### config.mk
export PLATFORM = sky130hd
export DESIGN_NAME = itic_compare
export DESIGN_NICKNAME = d
export VERILOG_FILES = /design/src/hw/rtl/itic_pkg.sv /design/src/hw/rtl/itic_compare.sv
export SDC_FILE = /design/constraint.sdc
export NUM_CORES = 1
export LEC_CHECK = 0
export ABC_AREA = 1
export BUFFER_PORTS_ARGS = -buffer_cell sky130_fd_sc_hd__buf_2
export CAP_MARGIN = 20
export CORE_AREA = 2 2 165 167
export CTS_BUF_LIST = sky130_fd_sc_hd__clkbuf_2 sky130_fd_sc_hd__clkbuf_4 sky130_fd_sc_hd__clkbuf_8
export DETAILED_ROUTE_END_ITERATION = 16
export DIE_AREA = 0 0 167 169
export HOLD_SLACK_MARGIN = 0.12
export PLACE_DENSITY = 0.81
export SLEW_MARGIN = 20
export SYNTH_ARGS = -nofsm -noshare
export SYNTH_HDL_FRONTEND = slang
export SYNTH_SLANG_ARGS = --single-unit
export TNS_END_PERCENT = 10
### constraint.sdc
create_clock -name clk_i -period 12.9 [get_ports clk_i]
set_clock_uncertainty 0.2 [all_clocks]
set_input_delay 1.29 -clock clk_i [delete_from_list [all_inputs] [get_ports clk_i]]
set_output_delay 1.29 -clock clk_i [all_outputs]
set_load 0.1 [all_outputs]
### src/hw/rtl/itic_pkg.sv
// shared types and constants of the interrupt table integrity checker
package itic_pkg;

  localparam int unsigned AddrW           = 64;
  localparam int unsigned VecW            = 8;
  localparam int unsigned CountW          = 9;
  localparam int unsigned LimitW          = 16;
  localparam int unsigned CfgIdxW         = 2;
  localparam int unsigned DefTableEntries = 256;
  localparam int unsigned DefEntryBytes   = 16;

  localparam logic [LimitW-1:0] LimitReset = 16'd4095;
  localparam logic [CountW-1:0] CountMax   = 9'd511;

  typedef enum logic {
    CmdLoad  = 1'b0,
    CmdCheck = 1'b1
  } cmd_e;

  typedef enum logic [CfgIdxW-1:0] {
    CfgTextStart = 2'd0,
    CfgTextEnd   = 2'd1,
    CfgTableBase = 2'd2,
    CfgByteLimit = 2'd3
  } cfg_reg_e;

  typedef struct packed {
    cmd_e             cmd;
    logic [VecW-1:0]  vector;
    logic [AddrW-1:0] address;
    logic             present;
    logic             last;
    logic             armed;
  } item_t;

  typedef struct packed {
    logic             present;
    logic [AddrW-1:0] address;
  } snap_t;

  typedef struct packed {
    logic [AddrW-1:0] text_start;
    logic [AddrW-1:0] text_end;
    logic [AddrW-1:0] table_base;
  } cfg_t;

endpackage

### src/hw/rtl/itic_compare.sv
// compare stage: snapshot versus live gate, pass count and output register
module itic_compare import itic_pkg::*; #(
  parameter int unsigned ENTRY_BYTES = DefEntryBytes
) (
  input  logic              clk_i,
  input  logic              rst_ni,
  input  logic              in_valid_i,
  output logic              in_ready_o,
  input  item_t             item_i,
  input  snap_t             snap_i,
  input  cfg_t              cfg_i,
  output logic              out_valid_o,
  input  logic              out_ready_i,
  output logic              changed_o,
  output logic              hook_alert_o,
  output logic [AddrW-1:0]  alert_location_o,
  output logic [VecW-1:0]   alert_vector_o,
  output logic [CountW-1:0] changed_count_o,
  output logic              pass_done_o
);

  item_t             s1_q;
  logic              s1_valid_q;
  logic              out_valid_q;
  logic [CountW-1:0] pass_q;

  logic              advance;
  logic              accept;
  logic              active;
  logic              differs;
  logic              outside;
  logic [CountW-1:0] cnt_next;

  logic              changed_d, changed_q;
  logic              alert_d, alert_q;
  logic [AddrW-1:0]  loc_d, loc_q;
  logic [VecW-1:0]   vec_q;
  logic [CountW-1:0] count_d, count_q;
  logic              done_d, done_q;

  assign advance    = s1_valid_q && (!out_valid_q || out_ready_i);
  assign in_ready_o = !s1_valid_q || advance;
  assign accept     = in_valid_i && in_ready_o;

  assign active   = (s1_q.cmd == CmdCheck) && s1_q.armed;
  assign differs  = (snap_i.present || s1_q.present) && (snap_i.address != s1_q.address);
  assign outside  = (s1_q.address < cfg_i.text_start) || (s1_q.address >= cfg_i.text_end);
  assign cnt_next = (differs && (pass_q != CountMax)) ? pass_q + CountW'(1) : pass_q;

  always_comb begin
    changed_d = active && differs;
    alert_d   = changed_d && outside;
    loc_d     = '0;
    if (alert_d) begin
      loc_d = cfg_i.table_base + AddrW'(s1_q.vector) * AddrW'(ENTRY_BYTES);
    end
    count_d = active ? cnt_next : '0;
    done_d  = ((s1_q.cmd == CmdLoad) || s1_q.armed) && s1_q.last;
  end

  always_ff @(posedge clk_i) begin
    if (accept) begin
      s1_q <= item_i;
    end
    if (advance) begin
      changed_q <= changed_d;
      alert_q   <= alert_d;
      loc_q     <= loc_d;
      vec_q     <= s1_q.vector;
      count_q   <= count_d;
      done_q    <= done_d;
    end
  end

  always_ff @(posedge clk_i or negedge rst_ni) begin
    if (!rst_ni) begin
      s1_valid_q  <= 1'b0;
      out_valid_q <= 1'b0;
      pass_q      <= '0;
    end else begin
      if (accept) begin
        s1_valid_q <= 1'b1;
      end else if (advance) begin
        s1_valid_q <= 1'b0;
      end
      if (advance) begin
        out_valid_q <= 1'b1;
      end else if (out_ready_i) begin
        out_valid_q <= 1'b0;
      end
      if (advance && active) begin
        pass_q <= s1_q.last ? '0 : cnt_next;
      end
    end
  end

  assign out_valid_o      = out_valid_q;
  assign changed_o        = changed_q;
  assign hook_alert_o     = alert_q;
  assign alert_location_o = loc_q;
  assign alert_vector_o   = vec_q;
  assign changed_count_o  = count_q;
  assign pass_done_o      = done_q;

endmodule

==> reports/qor.csv, run 1 <==
metric,value,unit
antenna_found_initial,11,
clk_path_buf_depth,2,
finalSetupTns,0,ns
grt_pass1_vias,11570,
syn_area,12420,um2
cts_root_buffer,clkbuf_8,
crit_slowest_cell,buf_2,
syn_to_final_growth,23.64,%
critPathCapture,in_ready_o,
crit_cells,4,
p_total,1661,uW
cp-end-kind,output port,
start_kind,primary input,
layout.nets,2376,
p_leak,0.007866,uW
ys_warn_count,0,
critPathBufInv,3,
synth-edff-count,160,
synth_nets,1941,
period_needed,3.534,ns
crit_path_start,out_ready_i,
setup_viol,0,
crit_path_max_incr_delay,0.46,ns
slew_viol_final,0,
vias,11450,
timing.critical_path.mode_cell,buf_2,
rows,60,
wl_per_cell,17.74,um
post_cts_buffers,0,
powerDensity,108.1,nW/um2
place_congestion,0.9410,
clock_latency,0.49,ns
ant_nets,0,
place_ws,8.872,ns
cts.clk_slew.worst_paths,0.10,ns
cts_hold_buf,0,
io_pins,423,
async_flop_share,6.433,%
io_buffers,422,
initial_utilization,46.87,%
synth.ff_latch_count,171,
critical_path_class,primary input to output port,
die_x,167,um
rrSetupSlack,9.81,ns
required,11.41,ns
grt_overflow,0,
grt_pass1_wl,60780,um
cts_tree,done,
core,26500,um2
r2r_end,alert_location_o[2],
drive_gt1_share,25.97,%
maxCapViolCount,0,
via_per_inst,5.050,
worst-path-max-fanout,3,
synth_cell_types,45,
cts_inserted_buffers,17,
drc,0,
finalHoldViolCount,0,
cts.sinks,171,
cp_cell_sequence,"buf_2, inv_1, nand3_1, buf_2",
fmax,0.2830,GHz
dp.final_hpwl,33400,um
grt.total_usage,27.97,%
hp-start,s1_q[73],
holdWs,0.2731,ns
hold_path.class,flop to flop,
wl,40220,um
grt_max_degree,66,
fillers,2416,
setup_slack,9.366,ns
relSlewSlack,52.71,%
r2r_cells,11,
detail_route.iter0.violations,837,
die_h,169,um
yosysSeqAreaShare,40.89,%
status,finished clean,
period_share,27.40,%
rsz0062_at_grt,false,
postSynthCellCount,1466,
cts_resized,0,
synthesis.area_per_instance,8.473,um2
crit_family,buffers and inverters,
worst_pin_slew,0.7094,ns
fin_util,57.96,%
firstDrtPassIters,5,
arrival,2.04,ns
ir_drop,0.07567,mV
h-tree-depth,4,
die-area,28220,um2
ys.flop_type,edfxtp_1,
r2r-start,s1_q[4],
-- registers in the layout, indices dropped and copies added, names as in the netlist --
| signal | count |
|---|---|
| out_valid_o | 1 |
| alert_location_o | 64 |
| pass_q | 9 |
| alert_vector_o | 8 |
| s1_q | 76 |
| changed_count_o | 9 |
| hook_alert_o | 1 |
| changed_o | 1 |
| pass_done_o | 1 |
| s1_valid_q | 1 |
-- how the worst min path moves through the flow --
stage,end,depth (start not counted),slack (ns)
4_1_cts,alert_vector_o[6],0,0.27
6_report,alert_vector_o[6],0,0.27
3_3_place_gp,alert_vector_o[6],0,0.24
3_5_place_dp,alert_vector_o[3],0,0.25
5_1_grt,alert_vector_o[6],0,0.28
2_1_floorplan,alert_vector_o[0],0,0.23
-- cells in the final DEF (no fill, tap or decap), types with 4 or more instances in the layout --
master and n:
clkbuf_8 17, buf_2 422, inv_2 5, nor2_2 4
xor2_1 49, inv_8 5, inv_1 285, o21a_1 5
nand3_1 61, ha_1 137, nor4_1 8, buf_4 4
o21ai_0 22, nor2_1 183, a21oi_1 66, nand3_2 5
xnor2_1 77, dfrtp_1 11, nand2_2 8, diode_2 12
nor3_1 21, nand4_1 47, edfxtp_1 160, nand2_1 267
-- synth_stat cells (2+ instances only) --
library cell	number	share of area (%)
a21boi_0	2	0.12
a21oi_1	67	2.7
a21oi_2	3	0.21
a31oi_1	2	0.10
and2_1	2	0.10
buf_2	2	0.081
buf_4	2	0.12
buf_6	5	0.45
dfrtp_1	11	2.2
edfxtp_1	160	39
ha_1	137	14
inv_1	286	8.6
inv_2	5	0.15
nand2_1	268	8.1
nand2_2	7	0.35
nand3_1	61	2.5
nand3_2	5	0.40
nand3b_1	3	0.18
nand4_1	47	2.4
nor2_1	183	5.5
nor2_2	4	0.20
nor3_1	21	0.85
nor3_2	2	0.16
nor4_1	8	0.40
o21a_1	5	0.30
o21ai_0	22	0.89
o21ai_1	3	0.12
o21ai_2	2	0.14
xnor2_1	77	5.4
xor2_1	49	3.5
-- cell families after synthesis --
logic type	after synthesis	share of synthesized area (%)
AOI/OAI and AO/OA	110	4.895
xor gates and xnor gates	126	8.884
adders and majority gates	138	13.96
and+or+nand+nor	619	21.86
DFF	171	40.89
buffers and inverters	302	9.508
-- power breakdown --
| group | switching, uW | internal (uW) |
|---|---|---|
| Sequential | 37.7 | 672 |
| Combinational | 401 | 148 |
| Clock | 252 | 150 |
-- per-stage QoR --
stage | instance area [um2] | cells
after global routing | 15360 | 2266
after CTS | 15330 | 2255
final | 15360 | 2267
after global placement | 14920 | 2223
after detailed placement | 14920 | 2223
after floorplan | 12420 | 1466
-- area by class of cell --
type                       count  area, um2  area share [%]
multi-input combinational    993       6175           40.20
sequential                   171       5080           33.08
timing repair buffer         426       2142           13.95
inverter                     292       1097           7.145
tap                          341      426.7           2.778
clock buffer                  17      234.0           1.523
clock inverter                15      173.9           1.132
antenna                       12      30.03          0.1955
-- worst reg2reg max path: cells and delay by family (launching register included) --
family                    cells  cell delay [ns]
DFF                           1             0.50
xor gates and xnor gates      1             0.17
buffers and inverters         1             0.55
and+or+nand+nor               9             1.39
-- metal layers --
metal | wire [um] | vias up | share of wire (%) | GRT usage [%]
met4 | 1983 | 0 | 4.9 | 14.39
met1 | 15640 | 5222 | 39 | 31.77
li1 | - | 5642 | - | -
met2 | 19950 | 480 | 50 | 49.60
met3 | 2644 | 105 | 6.6 | 6.009
met5 | 0 | - | 0 | 0
Note: power is estimated with default switching activity, not from simulation.
==> inputs of run 2 (changes only) <==
ABC_AREA = 0   (was 1)
PLACE_DENSITY = 0.8   (was 0.81)
clock period = 3.2 ns   (was 12.9 ns; I/O delays follow)
==> reports/qor.csv, run 2 <==
metric,value,unit
status,finished clean,
synth.ff_latch_count,171,
setup_viol,0,
wl_per_cell,19.34,um
synth-edff-count,160,
start_kind,flop,
clk_path_buf_depth,2,
syn_area,11530,um2
rrSetupSlack,0.10,ns
whs_path_depth,4,
grt_pass1_wl,60610,um
layout.nets,2231,
worstHoldEndpoint,alert_location_o[4],
clock_latency,0.47,ns
initial_utilization,43.52,%
r2r-start,s1_q[37],
cts_tree,done,
cts_inserted_buffers,17,
ant_nets,0,
synthesis.area_per_instance,9.993,um2
vias,11250,
synthTopCellsByArea,"edfxtp_1, ha_1, xor2_1",
cp-end-kind,flop,
die-area,28220,um2
syn_to_final_growth,40.99,%
core,26500,um2
synth_top_area_cell,edfxtp_1,
holdWs,0.1577,ns
r2r_end,alert_location_o[52],
slew_viol_final,0,
required,3.21,ns
crit_path_start,s1_q[37],
hold_path.class,primary input to flop,
p_total,6413,uW
drive_gt1_share,30.36,%
dp.final_hpwl,31930,um
period_needed,3.097,ns
arrival,3.11,ns
rows,60,
io_buffers,422,
worst-path-max-fanout,12,
ys.flop_type,edfxtp_1,
cts.clk_slew.worst_paths,0.11,ns
h-tree-depth,4,
die_x,167,um
die_h,169,um
synth_cell_types,63,
powerDensity,394.4,nW/um2
yosysSeqAreaShare,44.05,%
synth_nets,1629,
largest_reg_flops,76,
critical_path_class,flop to flop,
cts.sinks,171,
regMostFlops,s1_q,
synth_top_area_share,41.66,%
fin_util,61.36,%
finalHoldViolCount,0,
maxCapViolCount,0,
period_share,96.77,%
drc,0,
synthTopCellsByCount,"edfxtp_1, inv_1, ha_1, nand2_1, xor2_1",
hp-start,cfg_i[4],
grt_overflow,0,
worst_pin_slew,0.6428,ns
relSlewSlack,56.99,%
yosys.cell_count.top_type,edfxtp_1,
io_pins,423,
detail_route.iter0.violations,792,
via_per_inst,5.313,
grt_max_degree,85,
wl,40940,um
async_flop_share,6.433,%
grt_pass1_vias,11420,
antenna_found_initial,10,
p_leak,0.007829,uW
postSynthCellCount,1154,
cts_root_buffer,clkbuf_8,
place_congestion,0.9580,
grt.total_usage,28.13,%
layout_common_cells,"buf_2, edfxtp_1, inv_1",
fmax,0.3229,GHz
layout_commonest_cell,buf_2,
ir_drop,0.2955,mV
r2r_cells,9,
ys_warn_count,0,
firstDrtPassIters,7,
[run 2: changes by cell type in the layout (fill, tap and decap cells not counted), sizes merged, moves of 44 or more]
cell / previous run / this run
buf: 426 / 482
dlygate4sd3: 0 / 126
inv: 299 / 150
nand2: 276 / 121
nand3: 66 / 22
nor2: 188 / 99
xnor2: 77 / 19
xor2: 49 / 109
[run 2: stage by stage]
| step | cell area (um2) | setup WS, ns | std cells | TNS [ns] |
|---|---|---|---|---|
| 6_report | 16260 | 0.1034 | 2117 | 0 |
| 5_1_grt | 16260 | -0.005557 | 2117 | -0.005557 |
| 4_1_cts | 16110 | 0.02181 | 2101 | 0 |
| 3_5_place_dp | 14430 | -0.009192 | 1943 | -0.009192 |
| 3_3_place_gp | 14430 | 0.08479 | 1943 | 0 |
| 2_1_floorplan | 11540 | 0.01657 | 1154 | 0 |
[run 2: cells by family after synthesis]
kind of cell,count (synthesis),share of synthesized area (%)
flip-flops,171,44.05
buffers and inverters,170,5.989
AO/OA/AOI/OAI,136,7.519
multiplexers,2,0.1844
XOR/XNOR,128,9.721
AND/OR/NAND/NOR,409,17.50
adder cells (fa/ha/maj),138,15.04
[run 2: layout make-up]
class / instances / area, um2
diodes: 7 / 17.52
clock buffers: 18 / 241.5
clock inverters: 14 / 172.7
fillers: 2189 / 10240
inverters: 144 / 540.5
multi-input cells: 813 / 5832
flip-flops and latches: 171 / 5080
well taps: 341 / 426.7
repair buffers: 609 / 3949
[run 2: worst max path at each step]
stage	to	slack, ns	depth (start not counted)
2_1_floorplan	s1_q[0]	0.02	2
3_3_place_gp	alert_location_o[6]	0.08	11
3_5_place_dp	alert_location_o[6]	-0.009	10
4_1_cts	alert_location_o[6]	0.02	10
5_1_grt	alert_location_o[6]	-0.006	10
6_report	alert_location_o[52]	0.10	9
[run 2: repair_timing]
| action | CTS | global route |
|---|---|---|
| hold buffers | 126 | 0 |
| resized for setup | 2 | 11 |
| setup buffers | 0 | 8 |
| gates cloned | 0 | 1 |
| pin swaps | 0 | 4 |
| endpoints found under the hold margin | 134 | 0 |
| endpoints found under the setup margin | 20 | 65 |
[run 2: metal layers]
layer  global-route usage, %  vias to the layer above  part of all wire (%)
li1                        -                     5311                     -
met1                   30.23                     5228                    36
met2                   50.74                      587                    50
met3                   6.991                      117                   8.2
met4                   15.48                        4                   5.3
met5                       0                        -                 0.064
[run 2: report_power, final]
part           switching, uW  total (uW)  internal, uW  leakage [uW]
Combinational           1370        2070           706       0.00591
Clock                    996        1600           608      0.000207
Sequential               101        2740          2640       0.00171
[run 2: worst max-delay path: stages, from the launching register on]
cell,delay (ns)
edfxtp_1,0.47
ha_1,0.34
nand4_1,0.11
or4_1,0.61
nor2_1,0.15
a41oi_2,0.22
a211oi_4,0.35
buf_12,0.20
buf_12,0.14
nor2_1,0.04
==> inputs of run 3 (changes only) <==
BUFFER_PORTS_ARGS = default   (was -buffer_cell sky130_fd_sc_hd__buf_2)
CORE_AREA = 2 2 164 166   (was 2 2 165 167)
DIE_AREA = 0 0 166 168   (was 0 0 167 169)
DONT_BUFFER_PORTS = 1   (was default)
PLACE_DENSITY = 0.66   (was 0.8)
==> reports/qor.csv, run 3 (synthesis results as in run 2) <==
metric,value,unit
io_buffers,0,
arrival,3.21,ns
grt_pass1_wl,54830,um
fillers,2290,
syn_to_final_growth,22.81,%
grt_max_degree,85,
slew_viol_final,0,
p_sw_share,38.24,%
setup_slack,0.07823,ns
cts.clk_slew.worst_paths,0.10,ns
cts.sinks,171,
wl,37340,um
rsz0062_at_grt,true,
place_congestion,0.9422,
hold_path.class,primary input to flop,
place_ws,-0.05916,ns
cts_tree,done,
powerDensity,426.5,nW/um2
drc,0,
ir_drop,0.2493,mV
cts_inserted_buffers,17,
via_per_inst,5.645,
die-area,27890,um2
fmax,0.3203,GHz
p_sw,2310,uW
h-tree-depth,4,
cts_root_buffer,clkbuf_8,
period_needed,3.122,ns
grt_overflow,0,
layout_common_cells,"edfxtp_1, inv_1, dlygate4sd3_1",
critical_path_class,flop to flop,
layout.nets,1808,
dp.final_hpwl,28470,um
worst-path-max-fanout,6,
firstDrtPassIters,5,
clock_latency,0.46,ns
clockPowerShare,25.6,%
detail_route.iter0.violations,712,
cp-end-kind,flop,
wl_per_cell,22.11,um
setup_viol,0,
p_comb_share,18.6,%
intPower,3730,uW
largest_reg_flops,76,
rows,60,
start_kind,flop,
grt.total_usage,25.94,%
clk_path_buf_depth,2,
seq_power_share,55.8,%
regMostFlops,s1_q,
drive_gt1_share,7.652,%
io_pins,423,
ant_nets,0,
worst_pin_slew,1.063,ns
grt_pass1_vias,9546,
maxCapViolCount,0,
finalHoldViolCount,0,
antenna_found_initial,2,
status,finished clean,
die_x,166,um
vias,9535,
initial_utilization,43.77,%
required,3.29,ns
fin_cells,1689,
period_share,97.56,%
relSlewSlack,29.25,%
die_h,168,um
core,26350,um2
dp_cells,1505,
finalSetupTns,0,ns
layout_commonest_cell,edfxtp_1,
p_leak,0.006115,uW
-- run 3: cell count changes in the layout (fill, tap and decap cells not counted), sizes merged --
cell         previous run  this run
diode                   7         2
buf                   482        46
dlygate4sd3           126       140
clkinv                  8         5
clkbuf                 19        17
clkinvlp                0         2
inv                   150       152
-- run 3: metal layers --
layer  global-route usage, %  share of wire (%)  vias up
li1                        -                  -     4462
met1                   30.40                 38     4467
met4                   11.42                4.0        0
met3                   8.580                 10       89
met2                   43.59                 48      517
met5                       0                  0        -
-- run 3: final timing paths --
path	startpoint	end	slack (ns)	depth (start not counted)
setup reg to reg	s1_q[62]	alert_location_o[6]	0.08	11
max in group asynchronous	rst_ni	pass_q[1]	1.82	2
hold / removal	cfg_i[23]	alert_location_o[25]	0.16	5
min in group asynchronous	rst_ni	s1_valid_q	0.62	2
setup / recovery	s1_q[62]	alert_location_o[6]	0.08	11
hold reg to reg	s1_q[67]	alert_vector_o[0]	0.27	0
-- run 3: area by class of cell --
class,instances,area (um2),area share [%]
clock inverter,15,148.9,1.051
tap,341,426.7,3.013
antenna,2,5.005,0.03534
inverter,144,540.5,3.817
clock buffer,17,234.0,1.652
multi-input combinational,813,5886,41.56
sequential,171,5080,35.87
timing repair buffer,186,1842,13.00
-- run 3: power by group through the flow --
stage	clock [uW]	sequential (uW)	combinational, uW
after global placement	0	3420	896
final	1540	3370	1120
after detailed placement	0	3420	920
after global routing	1650	3390	1250
after CTS	1580	3370	1080
after floorplan	0	3370	647
-- run 3: timing repair --
action                                  4_1_cts  5_1_grt
pin swaps                                     0        7
setup buffers                                 0       10
hold buffers                                140        0
endpoints found under the setup margin       65       65
resized for setup                             1       19
hold endpoints to repair                    158        0
-- run 3: stage by stage --
stage               area, um2  total power (uW)  util [%]  hold slack [ns]
floorplan               11540              4017         -          -0.1756
global placement        12180              4314     46.24          -0.1752
detailed placement      12180              4339     46.24          -0.1753
CTS                     13970              6036     53.01           0.1216
global route            14160              6287     53.74           0.1605
finish                  14160              6040     53.75           0.1619
-- run 3: critical path, cell delays in order, from the launching register on --
cell,delay (ns)
edfxtp_1,0.44
ha_1,0.32
and4_1,0.23
nand4_1,0.15
or4_4,0.52
buf_4,0.15
a211oi_1,0.18
buf_4,0.16
a211oi_4,0.04
buf_12,0.17
buf_4,0.15
nor4b_4,0.26
